==> config.mk <==
export PLATFORM = sky130hd
export DESIGN_NAME = sawtooth_oscillator_glide_flat
export DESIGN_NICKNAME = d
export VERILOG_FILES = /design/src/hw/rtl/sog_pkg.sv /design/src/hw/rtl/sog_in_if.sv /design/src/hw/rtl/sog_out_if.sv /design/src/hw/rtl/sawtooth_oscillator_glide.sv /design/src/hw/rtl/sog_div.sv /design/src/hw/rtl/sog_shape.sv /design/src/flat_wrapper.sv
export SDC_FILE = /design/constraint.sdc
export NUM_CORES = 2
export LEC_CHECK = 0
export BUFFER_PORTS_ARGS = -buffer_cell sky130_fd_sc_hd__buf_2
export CAP_MARGIN = 20
export CORE_MARGIN = 4
export CORE_UTILIZATION = 55
export DETAILED_ROUTE_END_ITERATION = 10
export GPL_TIMING_DRIVEN = 0
export HOLD_SLACK_MARGIN = 0.12
export PLACE_DENSITY = 0.72
export SLEW_MARGIN = 20
export SYNTH_ARGS = -nofsm -noshare
export SYNTH_HDL_FRONTEND = slang
export SYNTH_SLANG_ARGS = --single-unit
==> constraint.sdc <==
create_clock -name i_clk -period 14.2 [get_ports i_clk]
set_input_delay 0 -clock i_clk [delete_from_list [all_inputs] [get_ports i_clk]]
set_output_delay 0 -clock i_clk [all_outputs]
set_load 0.03 [all_outputs]
==> src/hw/rtl/sog_pkg.sv <==
`timescale 1ns / 1ps
package sog_pkg;

    localparam int FREQ_W = 32;
    localparam int VOL_W  = 16;
    localparam int BLEN_W = 13;
    localparam int RATE_W = 18;
    localparam int OUT_W  = 16;

    // status of the shared divider
    typedef struct packed {
        logic busy;
        logic done;
    } t_div_stat;

endpackage

==> src/hw/rtl/sog_in_if.sv <==
`timescale 1ns / 1ps
interface sog_in_if;
    import sog_pkg::*;

    logic                     valid;
    logic                     ready;
    logic                     command;
    logic [FREQ_W-1:0]        frequency;
    logic signed [VOL_W-1:0]  volume;
    logic [BLEN_W-1:0]        block_length;
    logic                     first_of_block;

    modport source (
        output valid, command, frequency, volume, block_length, first_of_block,
        input  ready
    );
    modport sink (
        input  valid, command, frequency, volume, block_length, first_of_block,
        output ready
    );
endinterface

==> src/hw/rtl/sog_out_if.sv <==
`timescale 1ns / 1ps
interface sog_out_if;
    import sog_pkg::*;

    logic                     valid;
    logic                     ready;
    logic signed [OUT_W-1:0]  sample_out;
    logic                     last_of_block;

    modport source (
        output valid, sample_out, last_of_block,
        input  ready
    );
    modport sink (
        input  valid, sample_out, last_of_block,
        output ready
    );
endinterface

==> src/hw/rtl/sawtooth_oscillator_glide.sv <==
`timescale 1ns / 1ps
// sawtooth oscillator with linear frequency glide
//
// i_in carries one sample tick per request: command, frequency, volume,
// block_length, first_of_block. o_out carries one sample per tick:
// sample_out and last_of_block. i_cfg_we/i_cfg_wdata write the sample rate
// in Hz; while it is zero, ticks are taken and dropped without a sample.
// write the rate only while the block is idle.
//
// one tick at a time: ready is high only between ticks. a direct-mode or
// gliding tick runs the shared restoring divider once for the phase step;
// a first glide tick whose target differs runs it twice (glide step, then
// phase step), and a tick with no recompute skips it. the next tick can be
// taken in the cycle after the sample is registered.
// the result sits in an output register; if the receiver stalls, the next
// tick is still taken and waits at its end until the register frees up.
// reset clears phase, frequencies, glide state and the sample rate, and
// holds ready low.
module sawtooth_oscillator_glide #(
    parameter int MAX_BLOCK  = 4096,
    parameter int PHASE_BITS = 32
) (
    input  logic                         i_clk,
    input  logic                         i_rst_n,
    input  logic                         i_cfg_we,
    input  logic [sog_pkg::RATE_W-1:0]   i_cfg_wdata,
    sog_in_if.sink                       i_in,
    sog_out_if.source                    o_out
);
    import sog_pkg::*;

    localparam int DVD_W = PHASE_BITS + 16;
    localparam int QUO_W = (PHASE_BITS > FREQ_W) ? PHASE_BITS : FREQ_W;
    localparam logic [BLEN_W-1:0] BLK_CAP =
        BLEN_W'((MAX_BLOCK > 8191) ? 8191 : MAX_BLOCK);

    typedef enum logic [2:0] {
        S_IDLE,
        S_GDIV,
        S_FREQ,
        S_SDIV,
        S_OUT
    } t_state;

    t_state                   r_state;
    logic [RATE_W-1:0]        r_rate;
    logic                     r_cmd;
    logic [FREQ_W-1:0]        r_freq;
    logic signed [VOL_W-1:0]  r_vol;

    // oscillator state
    logic [PHASE_BITS-1:0]    r_phase;
    logic [PHASE_BITS-1:0]    r_step;
    logic [FREQ_W-1:0]        r_cur;
    logic [FREQ_W-1:0]        r_target;
    logic                     r_gsign;
    logic [FREQ_W-1:0]        r_gmag;
    logic                     r_gliding;
    logic [BLEN_W-1:0]        r_index;
    logic [BLEN_W-1:0]        r_size;

    // divider request
    logic                     r_div_start;
    logic [DVD_W-1:0]         r_div_dvd;
    logic [RATE_W-1:0]        r_div_dsr;
    logic [QUO_W-1:0]         div_quo;
    t_div_stat                div_stat;

    // output register
    logic                     r_out_valid;
    logic signed [OUT_W-1:0]  r_sample;
    logic                     r_last;

    logic                     in_acc;
    logic [BLEN_W-1:0]        blen_c;
    logic signed [FREQ_W:0]   diff;
    logic [FREQ_W-1:0]        diff_mag;
    logic [FREQ_W:0]          glide_sum;
    logic [FREQ_W-1:0]        glide_next;
    logic [BLEN_W:0]          index_inc;
    logic signed [OUT_W-1:0]  shape_sample;

    // no request is taken while reset is held
    assign i_in.ready = i_rst_n && (r_state == S_IDLE);
    assign in_acc     = i_in.valid && i_in.ready;

    always_comb begin
        // block length clamp: zero counts as one, cap at the block bound
        if (i_in.block_length == '0) begin
            blen_c = BLEN_W'(1);
        end else if (i_in.block_length > BLK_CAP) begin
            blen_c = BLK_CAP;
        end else begin
            blen_c = i_in.block_length;
        end
        diff     = $signed({1'b0, i_in.frequency}) - $signed({1'b0, r_cur});
        diff_mag = diff[FREQ_W] ? FREQ_W'(-diff) : diff[FREQ_W-1:0];

        // one glide increment, clamped to the frequency range
        if (r_gsign) begin
            glide_sum  = {1'b0, r_cur} - {1'b0, r_gmag};
            glide_next = glide_sum[FREQ_W] ? '0 : glide_sum[FREQ_W-1:0];
        end else begin
            glide_sum  = {1'b0, r_cur} + {1'b0, r_gmag};
            glide_next = glide_sum[FREQ_W] ? '1 : glide_sum[FREQ_W-1:0];
        end
        index_inc = {1'b0, r_index} + (BLEN_W+1)'(1);
    end

    sog_div #(
        .DVD_W (DVD_W),
        .QUO_W (QUO_W)
    ) u_div (
        .i_clk      (i_clk),
        .i_rst_n    (i_rst_n),
        .i_start    (r_div_start),
        .i_dividend (r_div_dvd),
        .i_divisor  (r_div_dsr),
        .o_quotient (div_quo),
        .o_stat     (div_stat)
    );

    sog_shape u_shape (
        .i_phase_top (r_phase[PHASE_BITS-1 -: 16]),
        .i_volume    (r_vol),
        .o_sample    (shape_sample)
    );

    always_ff @(posedge i_clk) begin
        if (!i_rst_n) begin
            r_state     <= S_IDLE;
            r_rate      <= '0;
            r_cmd       <= 1'b0;
            r_freq      <= '0;
            r_vol       <= '0;
            r_phase     <= '0;
            r_step      <= '0;
            r_cur       <= '0;
            r_target    <= '0;
            r_gsign     <= 1'b0;
            r_gmag      <= '0;
            r_gliding   <= 1'b0;
            r_index     <= '0;
            r_size      <= BLEN_W'(1);
            r_div_start <= 1'b0;
            r_div_dvd   <= '0;
            r_div_dsr   <= '0;
            r_out_valid <= 1'b0;
            r_sample    <= '0;
            r_last      <= 1'b0;
        end else begin
            r_div_start <= 1'b0;
            if (i_cfg_we) begin
                r_rate <= i_cfg_wdata;
            end
            if (o_out.valid && o_out.ready) begin
                r_out_valid <= 1'b0;
            end

            unique case (r_state)
                S_IDLE: begin
                    // a tick with no sample rate is swallowed
                    if (in_acc && (r_rate != '0)) begin
                        r_cmd   <= i_in.command;
                        r_freq  <= i_in.frequency;
                        r_vol   <= i_in.volume;
                        r_state <= S_FREQ;
                        if (i_in.first_of_block) begin
                            r_size    <= blen_c;
                            r_index   <= '0;
                            r_gliding <= 1'b0;
                            if (!i_in.command) begin
                                r_target <= i_in.frequency;
                                if (i_in.frequency != r_cur) begin
                                    // glide step = |target - current| / block size
                                    r_gsign     <= diff[FREQ_W];
                                    r_gliding   <= 1'b1;
                                    r_div_dvd   <= DVD_W'(diff_mag);
                                    r_div_dsr   <= RATE_W'(blen_c);
                                    r_div_start <= 1'b1;
                                    r_state     <= S_GDIV;
                                end
                            end
                        end
                    end
                end
                S_GDIV: begin
                    if (div_stat.done) begin
                        r_gmag  <= div_quo[FREQ_W-1:0];
                        r_state <= S_FREQ;
                    end
                end
                S_FREQ: begin
                    // phase step = frequency * 2^(PHASE_BITS-16) / sample rate
                    r_div_dsr <= r_rate;
                    if (r_cmd) begin
                        r_gliding   <= 1'b0;
                        r_cur       <= r_freq;
                        r_div_dvd   <= DVD_W'(r_freq) << (PHASE_BITS - 16);
                        r_div_start <= 1'b1;
                        r_state     <= S_SDIV;
                    end else if (r_gliding) begin
                        // last tick of the block lands on the target exactly
                        if (index_inc >= {1'b0, r_size}) begin
                            r_cur     <= r_target;
                            r_div_dvd <= DVD_W'(r_target) << (PHASE_BITS - 16);
                        end else begin
                            r_cur     <= glide_next;
                            r_div_dvd <= DVD_W'(glide_next) << (PHASE_BITS - 16);
                        end
                        r_div_start <= 1'b1;
                        r_state     <= S_SDIV;
                    end else begin
                        r_state <= S_OUT;
                    end
                end
                S_SDIV: begin
                    if (div_stat.done) begin
                        r_step  <= div_quo[PHASE_BITS-1:0];
                        r_state <= S_OUT;
                    end
                end
                S_OUT: begin
                    // hold here while the previous sample is still waiting
                    if (!r_out_valid || o_out.ready) begin
                        r_out_valid <= 1'b1;
                        r_sample    <= shape_sample;
                        r_phase     <= r_phase + r_step;
                        if (index_inc >= {1'b0, r_size}) begin
                            r_last  <= 1'b1;
                            r_index <= '0;
                            if (r_gliding) begin
                                r_cur     <= r_target;
                                r_gliding <= 1'b0;
                            end
                        end else begin
                            r_last  <= 1'b0;
                            r_index <= index_inc[BLEN_W-1:0];
                        end
                        r_state <= S_IDLE;
                    end
                end
                default: begin
                    r_state <= S_IDLE;
                end
            endcase
        end
    end

    assign o_out.valid         = r_out_valid;
    assign o_out.sample_out    = r_sample;
    assign o_out.last_of_block = r_last;
endmodule

==> src/hw/rtl/sog_div.sv <==
`timescale 1ns / 1ps
module sog_div #(
    parameter int DVD_W = 48,
    parameter int QUO_W = 32
) (
    input  logic                          i_clk,
    input  logic                          i_rst_n,
    input  logic                          i_start,
    input  logic [DVD_W-1:0]              i_dividend,
    input  logic [sog_pkg::RATE_W-1:0]    i_divisor,
    output logic [QUO_W-1:0]              o_quotient,
    output sog_pkg::t_div_stat            o_stat
);
    import sog_pkg::*;

    localparam int CNT_W = $clog2(DVD_W + 1);

    logic [RATE_W-1:0] r_rem;
    logic [RATE_W-1:0] r_dsr;
    logic [DVD_W-1:0]  r_dvd;
    logic [QUO_W-1:0]  r_quo;
    logic [CNT_W-1:0]  r_cnt;
    logic              r_busy;
    logic              r_done;

    logic [RATE_W:0]   rem_sh;
    logic              ge;
    logic [RATE_W:0]   rem_sub;

    // one restoring step per cycle, msb first
    always_comb begin
        rem_sh  = {r_rem, r_dvd[DVD_W-1]};
        ge      = rem_sh >= {1'b0, r_dsr};
        rem_sub = rem_sh - {1'b0, r_dsr};
    end

    always_ff @(posedge i_clk) begin
        if (!i_rst_n) begin
            r_rem  <= '0;
            r_dsr  <= '0;
            r_dvd  <= '0;
            r_quo  <= '0;
            r_cnt  <= '0;
            r_busy <= 1'b0;
            r_done <= 1'b0;
        end else begin
            r_done <= 1'b0;
            if (i_start) begin
                r_rem  <= '0;
                r_dsr  <= i_divisor;
                r_dvd  <= i_dividend;
                r_quo  <= '0;
                r_cnt  <= CNT_W'(DVD_W);
                r_busy <= 1'b1;
            end else if (r_busy) begin
                r_rem <= ge ? rem_sub[RATE_W-1:0] : rem_sh[RATE_W-1:0];
                r_quo <= {r_quo[QUO_W-2:0], ge};
                r_dvd <= r_dvd << 1;
                r_cnt <= r_cnt - CNT_W'(1);
                if (r_cnt == CNT_W'(1)) begin
                    r_busy <= 1'b0;
                    r_done <= 1'b1;
                end
            end
        end
    end

    assign o_quotient  = r_quo;
    assign o_stat.busy = r_busy;
    assign o_stat.done = r_done;
endmodule

==> src/hw/rtl/sog_shape.sv <==
`timescale 1ns / 1ps
module sog_shape (
    input  logic [15:0]                        i_phase_top,
    input  logic signed [sog_pkg::VOL_W-1:0]   i_volume,
    output logic signed [sog_pkg::OUT_W-1:0]   o_sample
);
    import sog_pkg::*;

    logic signed [17:0] d;
    logic signed [33:0] prod;
    logic signed [17:0] r;

    // d = 2q - 65536, product floored by 2^16, then saturated
    always_comb begin
        d    = $signed({1'b0, i_phase_top, 1'b0}) - 18'sd65536;
        prod = 34'(i_volume) * 34'(d);
        r    = prod[33:16];
        if (r > 18'sd32767) begin
            o_sample = 16'sh7fff;
        end else if (r < -18'sd32768) begin
            o_sample = -16'sh8000;
        end else begin
            o_sample = r[OUT_W-1:0];
        end
    end
endmodule
==> src/flat_wrapper.sv <==
// flat-port wrapper written by rule: the top's interface ports become plain ports
module sawtooth_oscillator_glide_flat import sog_pkg::*;
#(
    parameter int MAX_BLOCK  = 4096,
    parameter int PHASE_BITS = 32
)
  (i_clk, i_rst_n, i_cfg_we, i_cfg_wdata, i_in_valid, i_in_command, i_in_frequency, i_in_volume, i_in_block_length, i_in_first_of_block, i_in_ready, o_out_valid, o_out_sample_out, o_out_last_of_block, o_out_ready);
  sog_in_if i_in_i ();
  sog_out_if o_out_i ();
  input  logic i_clk;
  input  logic i_rst_n;
  input  logic i_cfg_we;
  input  logic [sog_pkg::RATE_W-1:0] i_cfg_wdata;
  input wire logic [$bits(i_in_i.valid)-1:0] i_in_valid;
  input wire logic [$bits(i_in_i.command)-1:0] i_in_command;
  input wire logic [$bits(i_in_i.frequency)-1:0] i_in_frequency;
  input wire logic [$bits(i_in_i.volume)-1:0] i_in_volume;
  input wire logic [$bits(i_in_i.block_length)-1:0] i_in_block_length;
  input wire logic [$bits(i_in_i.first_of_block)-1:0] i_in_first_of_block;
  output wire logic [$bits(i_in_i.ready)-1:0] i_in_ready;
  output wire logic [$bits(o_out_i.valid)-1:0] o_out_valid;
  output wire logic [$bits(o_out_i.sample_out)-1:0] o_out_sample_out;
  output wire logic [$bits(o_out_i.last_of_block)-1:0] o_out_last_of_block;
  input wire logic [$bits(o_out_i.ready)-1:0] o_out_ready;
  assign i_in_i.valid = i_in_valid;
  assign i_in_i.command = i_in_command;
  assign i_in_i.frequency = i_in_frequency;
  assign i_in_i.volume = i_in_volume;
  assign i_in_i.block_length = i_in_block_length;
  assign i_in_i.first_of_block = i_in_first_of_block;
  assign i_in_ready = i_in_i.ready;
  assign o_out_valid = o_out_i.valid;
  assign o_out_sample_out = o_out_i.sample_out;
  assign o_out_last_of_block = o_out_i.last_of_block;
  assign o_out_i.ready = o_out_ready;
  sawtooth_oscillator_glide #(.MAX_BLOCK(MAX_BLOCK), .PHASE_BITS(PHASE_BITS)) u_core (.i_clk(i_clk), .i_rst_n(i_rst_n), .i_cfg_we(i_cfg_we), .i_cfg_wdata(i_cfg_wdata), .i_in(i_in_i), .o_out(o_out_i));
endmodule
==> results.md <==
* Outcome: complete, no violations
* Total Wirelength at between 100000 and 150000 um
* PostCTS Resize Cnt at 0
* Clock Skew at 0.0520 ns
* CP arrival at 8.97 ns
* Die area at 0.0715 mm^2
* Clock-pin slew on the worst setup and hold paths at 0.07 ns
* Most numerous cell on the critical path: fa_1
* CP Class: reg2reg
* Die H at approximately 270 um
* RSZ-0062 raised after global routing: no
* Synth Area in Simple Gates at 0.188
* XOR/XNOR Fraction of Synth Area at 0.0381
* Reg2Reg Setup Slack at ~5.8 ns
* Max FO, Critical Path at 10
* Hold path cells at 4
* Fraction of the yosys area taken by sequential cells at 0.253
* Predominant post-synthesis flop cell: dfxtp_1
* Flops & latches, synth at between 400 and 500
* Hold Crit Class: in2reg
* Most frequent cells in the layout: nand2_1 (606), inv_1 (495), dfxtp_1 (467)
* DRC at 0
* Initial antenna violation count at 2
* Grt ovf at 0
* Max cap viols at 0
* CTS Buf Count at 52
* Largest family of logic cells by synthesized area: adder cells
* 1st-iter DRT viols at 3203
* Finished Core Util at 0.628
* Root buf cell: clkbuf_16
* Synth Area in Compound Gates at 0.179
* WP buf/inv at 6
* Share of layout cells above drive strength 1 at 0.0476
* Commonest non-fill, non-tap cell in the layout: nand2_1
* IO buf count at roughly 100
* Clock sink count at about 470
* Setup slack after layout at 5.78 ns
* Clock buffer depth at 3
* Reg2Reg Depth at 26
* Core Box Area at around 0.066 mm^2
* Worst slack, placed at roughly 6 ns
* Cells after Synth at 4626
* Final Max Slew Viols at 0
* Top delay family on crit path: adder cells
* Worst r2r src: u_core.r_phase[23]$_SDFFE_PN0P_
* Final hold vios at 0
* First-pass GRT wire length at 190000 um
* CTS tree: built
* Hold_sp: i_cfg_wdata[14]
* Rel. slew slack at 0.224
* Critical Path RT at approximately 15 ns
* Num ports at roughly 110
* Reg-to-Reg End: u_core.o_out.sample_out[11]$_SDFFE_PN0P_
* Starting Density at 0.559
* Hold EP: u_core.r_rate[14]$_SDFFE_PN0P_
* Post-synthesis mux area share at 0.0382
* Synth cell types at 95
* Critical Path Source Type: flop
* Adder-Cell Fraction of Synth Area at 0.229
* Clock latency reported for the late side of the worst-skew pair at 0.65 ns
* Crit path max-delay cell type: clkbuf_1
* FILL cells at 5852
* Post-Syn Area at 0.0370 mm^2
* Global placement routability congestion at 1.01
* GRT Resource Usage Total at 0.341
* Leak pwr at 0.0177 uW
* P&R area growth vs syn at 12.3%
* Setup bufs post-CTS at 0
* Worst Tran Pin Value at about 1.2 ns
* Post-synth EDFFs at 0
* Setup Viol. Count Final at 0
* Power Density at ~140 mW/mm^2
* Die width at 267 um
* Hold buffers post-CTS at 105
* Setup TNS at 0 ns
* Crit path time final at 8.42 ns
* Vias in the first global route at ~33000
* Routed WL per cell at 21.3 um
* H-Tree Depth at 2
* Post-DP HPWL at 96200 um
* Tcrit/Tclk final at 0.593
* Synth Warn # at 0
* Fmax at 119 MHz
* CP max stage delay at 0.62 ns
* DR vias at between 30000 and 40000
* Async SR Flop Fraction at 0
* Fin nets at 5487
* Max VDD drop at 0.190 mV
* CP endpoint kind: flop
* Routed Antenna Nets at 0
* Syn_nets at between 5000 and 6000
* DR pass1 iterations at 6
* Vias per cell at 5.90
* Pin count of the biggest net entering global routing at 18
* Mean Syn Cell Area at 8.00 um^2
* Row cnt at 94
## power by group
group / leakage [uW] / internal (uW) / switching [uW]
clock: 0.000895 / 861 / 608
sequential: 0.00378 / 1410 / 83.0
combinational: 0.0131 / 1040 / 1920
total: 0.0177 / 3310 / 2610
## logic make-up after synthesis
logic type	after synthesis
simple gates	1536
compound gates	1061
buf+inv	747
fa+ha+maj	513
flops	467
xor+xnor	161
mux	141
## layout make-up
class	instances	area (um^2)	share of cell area
Antenna cell	1	2.50	0.0000602
Buffer	249	953	0.0229
Clock buffer	74	1470	0.0355
Clock inverter	24	395	0.00951
Inverter	498	1870	0.0450
Multi-Input combinational cell	3412	24900	0.598
Sequential cell	467	9350	0.225
Tap cell	864	1080	0.0260
Timing Repair Buffer	208	1570	0.0378
## per-stage QoR
stage                     hold WS (ns)  power, uW  cells  instance area (um^2)
after global placement           0.236       4350   5591                 38600
final                            0.173       5920   5797                 41600
after CTS                        0.129       5880   5796                 41600
after global routing             0.178       6270   5796                 41600
after detailed placement         0.246       4380   5593                 38600
after floorplan                  0.136       3580   4626                 37000
## synth_stat cells (9+ instances only)
cell | count | area [um^2]
o21ai_0 | 158 | 791
nor3_1 | 68 | 340
nand2_1 | 606 | 2270
or3_1 | 20 | 125
o21bai_1 | 30 | 225
a311oi_1 | 10 | 87.6
nor2_1 | 438 | 1640
nand3_1 | 73 | 365
a21boi_0 | 12 | 90.1
or2_2 | 10 | 62.6
a22oi_1 | 42 | 315
nand4_1 | 29 | 181
and3_1 | 23 | 144
a211o_1 | 12 | 105
nor4_1 | 18 | 113
a21o_1 | 64 | 480
o31ai_1 | 13 | 97.6
and2_1 | 138 | 863
a221oi_1 | 12 | 105
nand3b_1 | 9 | 67.6
ha_1 | 241 | 3020
o21a_1 | 36 | 270
clkbuf_1 | 222 | 833
xnor2_1 | 110 | 963
dfxtp_1 | 467 | 9350
o211ai_1 | 26 | 195
o22ai_1 | 10 | 62.6
nand2b_1 | 23 | 144
nor3b_1 | 30 | 225
a211oi_1 | 41 | 308
buf_1 | 18 | 67.6
fa_1 | 272 | 5450
mux2i_1 | 139 | 1390
inv_1 | 495 | 1860
nor2b_1 | 28 | 175
a21oi_1 | 454 | 2270
o21ai_1 | 10 | 50.1
a31oi_1 | 30 | 188
xor2_1 | 51 | 447
## per-layer routing
metal / track usage / up-vias / wire, um
met1: 0.420 / 16300 / 48100
met4: 0.209 / 0 / 9340
met5: 0 / - / 0
met3: 0.0537 / 391 / 9580
met2: 0.563 / 1503 / 56400
li1: - / 16000 / -
## how the worst max path moves through the flow
stage / startpoint / endpoint / slack, ns / depth (start not counted)
finish: u_core.r_phase[23]$_SDFFE_PN0P_ / u_core.o_out.sample_out[11]$_SDFFE_PN0P_ / 5.78 / 26
global route: u_core.r_phase[24]$_SDFFE_PN0P_ / u_core.o_out.sample_out[14]$_SDFFE_PN0P_ / 5.40 / 26
CTS: u_core.r_phase[24]$_SDFFE_PN0P_ / u_core.o_out.sample_out[11]$_SDFFE_PN0P_ / 5.86 / 26
detailed placement: u_core.r_phase[24]$_SDFFE_PN0P_ / u_core.o_out.sample_out[11]$_SDFFE_PN0P_ / 5.87 / 26
global placement: u_core.r_vol[15]$_SDFFE_PN0P_ / u_core.o_out.sample_out[11]$_SDFFE_PN0P_ / 5.76 / 24
floorplan: u_core.r_phase[24]$_SDFFE_PN0P_ / u_core.o_out.sample_out[10]$_SDFFE_PN0P_ / 7.52 / 25
## registers in the layout (all words and copies together), names as in the netlist, 3 cells and up
name / cells
u_core.u_div.o_quotient: 32
u_core.r_vol: 16
u_core.r_phase: 32
u_core.r_cur: 32
u_core.u_div.r_dsr: 18
u_core.r_size: 13
u_core.r_div_dvd: 48
u_core.r_state: 3
u_core.o_out.sample_out: 16
u_core.r_step: 32
u_core.u_div.r_cnt: 6
u_core.r_div_dsr: 18
u_core.r_target: 32
u_core.u_div.r_dvd: 48
u_core.u_div.r_rem: 18
u_core.r_gmag: 32
u_core.r_rate: 18
u_core.r_index: 13
u_core.r_freq: 32
## worst reg2reg max path, stage by stage, from the launching register on
cell      delay (ns)
dfxtp_1         0.60
clkbuf_1        0.62
nand2_1         0.19
fa_1            0.59
fa_1            0.44
fa_1            0.52
inv_1           0.04
ha_1            0.32
fa_1            0.54
inv_1           0.05
fa_1            0.52
inv_1           0.04
ha_1            0.30
a2111o_1        0.41
a211o_1         0.28
a21oi_1         0.24
nor4_1          0.10
buf_2           0.19
o41a_1          0.51
a21oi_1         0.38
o21ai_1         0.21
nand3_1         0.12
nand2_1         0.06
o21ai_1         0.47
clkbuf_1        0.40
a21oi_1         0.10
nor2_1          0.12
(Power assumes the default switching activity.)
